## config.mk

```make
export PLATFORM = sky130hd
export DESIGN_NAME = vmp_div_cell
export DESIGN_NICKNAME = d
export VERILOG_FILES = /design/src/vmp_pkg.sv /design/src/vmp_div_cell.sv
export SDC_FILE = /design/constraint.sdc
export NUM_CORES = 1
export LEC_CHECK = 0
export BUFFER_PORTS_ARGS = -buffer_cell sky130_fd_sc_hd__buf_2
export CAP_MARGIN = 40
export CORE_AREA = 8 8 248 250
export DETAILED_ROUTE_END_ITERATION = 16
export DIE_AREA = 0 0 256 258
export RECOVER_POWER = 50
export REMOVE_ABC_BUFFERS = 1
export SYNTH_ARGS = -nofsm -noshare
export SYNTH_HDL_FRONTEND = slang
export SYNTH_SLANG_ARGS = --single-unit
```

## constraint.sdc

```tcl
create_clock -name clk -period 1.05 [get_ports clk]
set_clock_uncertainty 0.15 [all_clocks]
set_input_delay 0.105 -clock clk [delete_from_list [all_inputs] [get_ports clk]]
set_output_delay 0.105 -clock clk [all_outputs]
set_load 0.02 [all_outputs]
```

## src/vmp_pkg.sv

```systemverilog
package vmp_pkg;

    // Default fixed-point format and matrix count
    localparam int COEFF_FRAC_BITS_DEF = 16;
    localparam int NUM_MATRICES_DEF    = 3;

    // Widest divider numerator: 32-bit magnitude shifted by up to 24 fraction bits
    localparam int DIV_W_MAX = 56;

    // Input item codes
    localparam logic MODE_LOAD      = 1'b0;
    localparam logic MODE_TRANSFORM = 1'b1;

    // Status codes
    localparam logic [1:0] STATUS_OK    = 2'd0;
    localparam logic [1:0] STATUS_WZERO = 2'd1;
    localparam logic [1:0] STATUS_SAT   = 2'd2;

    // Item traveling down the matrix cells: a load or a vector
    typedef struct packed {
        logic              valid;
        logic              is_load;
        logic [1:0]        sel;
        logic [3:0]        idx;
        logic [31:0]       value;
        logic [3:0][31:0]  vec;
        logic              sat;
        logic              last;
    } vmp_xf_t;

    // Item traveling down the divider cells: two unsigned divides by |w|
    typedef struct packed {
        logic                 valid;
        logic                 last;
        logic                 sat;
        logic                 wzero;
        logic                 negx;
        logic                 negy;
        logic [DIV_W_MAX-1:0] nx;
        logic [DIV_W_MAX-1:0] ny;
        logic [DIV_W_MAX-1:0] qx;
        logic [DIV_W_MAX-1:0] qy;
        logic [32:0]          rx;
        logic [32:0]          ry;
        logic [31:0]          dm;
    } vmp_div_t;

endpackage

```

## src/vmp_div_cell.sv

```systemverilog
module vmp_div_cell
    import vmp_pkg::*;
#(
    parameter int BIT = 0
)
(
    input  logic     clk,
    input  logic     rst_n,
    input  logic     en,
    input  vmp_div_t item_in,
    output vmp_div_t item_out
);

    vmp_div_t out_reg;
    vmp_div_t out_next;

    // One restoring step for both lanes
    always_comb
    begin
        logic [32:0] rx_sh;
        logic [32:0] ry_sh;
        out_next = item_in;
        rx_sh = {item_in.rx[31:0], item_in.nx[BIT]};
        ry_sh = {item_in.ry[31:0], item_in.ny[BIT]};
        if (rx_sh >= {1'b0, item_in.dm})
        begin
            out_next.rx      = rx_sh - {1'b0, item_in.dm};
            out_next.qx[BIT] = 1'b1;
        end
        else
        begin
            out_next.rx = rx_sh;
        end
        if (ry_sh >= {1'b0, item_in.dm})
        begin
            out_next.ry      = ry_sh - {1'b0, item_in.dm};
            out_next.qy[BIT] = 1'b1;
        end
        else
        begin
            out_next.ry = ry_sh;
        end
    end

    always_ff @(posedge clk or negedge rst_n)
    begin
        if (!rst_n)
        begin
            out_reg.valid <= 1'b0;
        end
        else if (en)
        begin
            out_reg <= out_next;
        end
    end

    assign item_out = out_reg;

endmodule

```

==> out/summary.md <==
## Status
• **run status** complete, but fails checks
• **violated checks** negative setup slack

## Critical path
• **Largest stage delay, worst path** 320 ps
• **number of buffer and inverter instances along the worst setup path** 5
• **critical path class** in2reg
• **CP Data Arrival Time** 2690 ps
• **required time of the critical path** 1210 ps
• **kind of cell adding the most delay to the critical path** compound AO/OA/AOI/OAI gates
• **largest fanout of any net on the critical path** 3
• **Worst Setup End Kind** register
• **nature of the critical path startpoint** input pin
• **Worst path slowest cell** o31a_4
• **cells along the critical path** buf_8, inv_8, ha_4, fa_2, nor2b_4, o31a_1, o31a_4, o2111ai_4, buf_4, buf_6, buf_6, a21oi_2, a211o_1, a21oi_2, xnor2_1, mux2_4

## Floorplan
• **Horiz. Die Dim** 256 um
• **Std-Cell Core Area** 57400 um2
• **Initial Utilization** 24.7%
• **standard-cell rows** 88
• **num ports** 659
• **DIE AREA** 66000 um2
• **floorplan die height** 258 um

## Global route
• **met2 Usage GRT** 39.6%
• **maximum number of pins on one net before global-route repair** 38
• **global router's overall resource usage** 22.1%
• **busiest metal layer after global routing** met2
• **total overflow reported by the global router** 0
• **Global Route met1 Usage** 23.6%
• **vias in the first global route** 15464
• **wire length of the first global-routing pass** 108000 um
• **global routing met3 resource utilization** 6.85%
• **initial antenna violation count** 24

## Drt
• **detail-routed net length per standard cell** 24.7 um
• **via count of the routed design** 14370
• **DRC violation count after routing** 0
• **first-iteration detailed-routing DRC count** 807
• **post-route antenna net violation count** 0
• **1st-pass router iterations** 5
• **total routed wirelength** 77900 um
• **average vias per placed instance** 4.55

## Place
• **# placed instances** 2682
• **final weighted congestion in routability-driven placement** 0.926
• **DP Wirelength** 56600 um
• **number of buffers added on ports** 656
• **area of placed instances** 20700 um2

## Yosys
• **area leader, netlist** edfxtp_1
• **Avg Cell Area, Syn** 14.2 um2
• **Post-synth top flop** edfxtp_1
• **count of distinct cell types in the synthesized netlist** 59
• **Yosys warning total** 0
• **top area cells in the synthesized netlist** edfxtp_1 69%, ha_1 5.7%, a21oi_1 2.6%
• **mapped cell area** 14200 um2
• **fraction of registers with async set/reset** 0.305%
• **number of enable flip-flop cells after synthesis** 327
• **post-synthesis sequential area ratio** 69.5%
• **portion of synthesized cell area occupied by the leading cell type** 69.3%
• **flop and latch count out of synthesis** 328
• **Post-Synthesis Cells** 995

## Cells and area
• **area growth from synthesis to final layout** 108%
• **cell area after layout** 29500 um2
• **flip-flop count of the largest register, all copies and words added** 328
• **share of cells above drive strength 1** 53.3%
• **final non-filler cell total** 3158
• **most common cell after layout, fill and taps aside** buf_6
• **most used cells in the layout excluding fill and tap cells** 339 x buf_6, 331 x dlygate4sd3_1, 327 x edfxtp_1
• **number of nets in the final layout** 2747
• **Filler Cells Inserted** 4792

## Clocking
• **Clk Tree Root Cell** clkbuf_16
• **clock sinks** 328
• **Reg clk slew, reported paths** 70 ps
• **source-to-sink clock delay at the later pin of the worst-skew pair** 540 ps
• **Clock Path Buffers** 3
• **number of clock buffers inserted by TritonCTS** 40
• **H-tree depth reported by CTS** 2
• **CTS tree** yes

## STA
• **maximum frequency from static timing analysis** 396 MHz
• **total of endpoints with negative setup slack in the final report** 607
• **final hold violation count** 0
• **Final Max Slew Viols** 0
• **tightest hold margin** 34.1 ps
• **final critical-path required period** 2530 ps
• **slew at the pin closest to its max-slew limit** 972 ps
• **final critical-path share of the clock period** 241%
• **RSZ-0062 raised after global routing** true
• **crit path setup slack, layout** -1480 ps
• **max_slew headroom** 34.6%

## Power and ir drop
• **total power after layout** 41.9 mW
• **clock power share** 33.0%
• **sequential fraction of design power** 38.7%
• **leakage power** 12.4 nW
• **power per unit of standard cell area** 1420 nW/um2
• **Max IR drop VDD** 1.23 mV
• **Pint** 30.0 mW
• **Logic pwr share** 28.2%
• **Sw Share** 28.5%
• **net switching component of the power** 11.9 mW

## Worst hold path
• **class of the tightest hold or removal check** in2reg

## Flow run
• **max cap viols** 0

## per-stage QoR
| stage | TNS [ps] | setup WS, ps | utilization [%] |
|---|---|---|---|
| after global routing | -253950 | -1520 | 51.4 |
| after global placement | -210900 | -2350 | 36.0 |
| final | -221710 | -1480 | 51.5 |
| after floorplan | -2579500 | -7300 | - |
| after CTS | -191000 | -1480 | 49.6 |
| after detailed placement | -219310 | -2400 | 36.0 |
## tightest hold or removal path, stage by stage
cell and delay, ps:
buf_8 80, buf_4 130, fa_2 200, a21oi_2 60
## cell type report
class | instances | area [um2] | area share (%)
Sequential cell | 328 | 9840 | 33.3
Clock inverter | 22 | 230 | 0.780
Antenna cell | 17 | 42.5 | 0.144
Inverter | 59 | 272 | 0.920
Timing Repair Buffer | 1335 | 11500 | 39.0
Multi-Input combinational cell | 586 | 5590 | 18.9
Clock buffer | 46 | 1070 | 3.61
Tap cell | 765 | 957 | 3.24
## power by group through the flow
stage                     clock [mW]  combinational [mW]  sequential, mW
final                           13.8                11.8            16.2
after global routing            14.6                12.5            16.3
after CTS                       14.2                11.0            16.1
after detailed placement           0                7.84            16.2
after global placement             0                7.79            16.2
after floorplan                    0                2.38            17.6
## synth_stat cells (10+ instances only)
cell type,n
a21boi_0,10
a21o_1,33
a21oi_1,75
clkbuf_1,12
edfxtp_1,327
ha_1,64
inv_1,59
nand2_1,65
nand3_1,20
nand4_1,14
nor2_1,51
nor2b_1,11
nor3_1,12
o21a_1,10
o21ai_0,57
o31ai_1,10
xnor2_1,26
xor2_1,14
## cell families after synthesis
family,Yosys count,synth area share (%)
XOR/XNOR,40,2.47
AND/OR/NAND/NOR,216,7.43
multiplexers,12,0.953
buffers and inverters,81,2.22
AO/OA/AOI/OAI,252,11.5
flip-flops,328,69.5
adder cells (fa/ha/maj),66,5.93
## worst paths after layout
path / start / end / slack (ps) / cells past startpoint
max: item_in[266] / item_out[85]$_DFFE_PP_ / -1480 / 16
min: item_in[1] / item_out[66]$_DFFE_PP_ / 30 / 4
max reg2reg: item_out[327]$_DFFE_PN0P_ / item_out[327]$_DFFE_PN0P_ / 130 / 1
min reg2reg: item_out[327]$_DFFE_PN0P_ / item_out[327]$_DFFE_PN0P_ / 400 / 1
max in group asynchronous: rst_n / item_out[327]$_DFFE_PN0P_ / 270 / 4
min in group asynchronous: rst_n / item_out[327]$_DFFE_PN0P_ / 380 / 4
## metal layers
layer	up-vias	share of wire, %
met1	7026	36
met2	640	52
met3	167	7.2
li1	6525	-
met4	12	4.9
met5	-	0.10
## what timing repair did
action | 4_1_cts | 5_1_grt
buffers inserted | 37 | 38
setup endpoints to repair | 396 | 397
endpoints found under the hold margin | 328 | 3
gates resized for setup | 805 | 286
cloned | 8 | 0
hold buffers | 328 | 3
pin swaps | 121 | 82
Power figures use the tool's default switching activity.
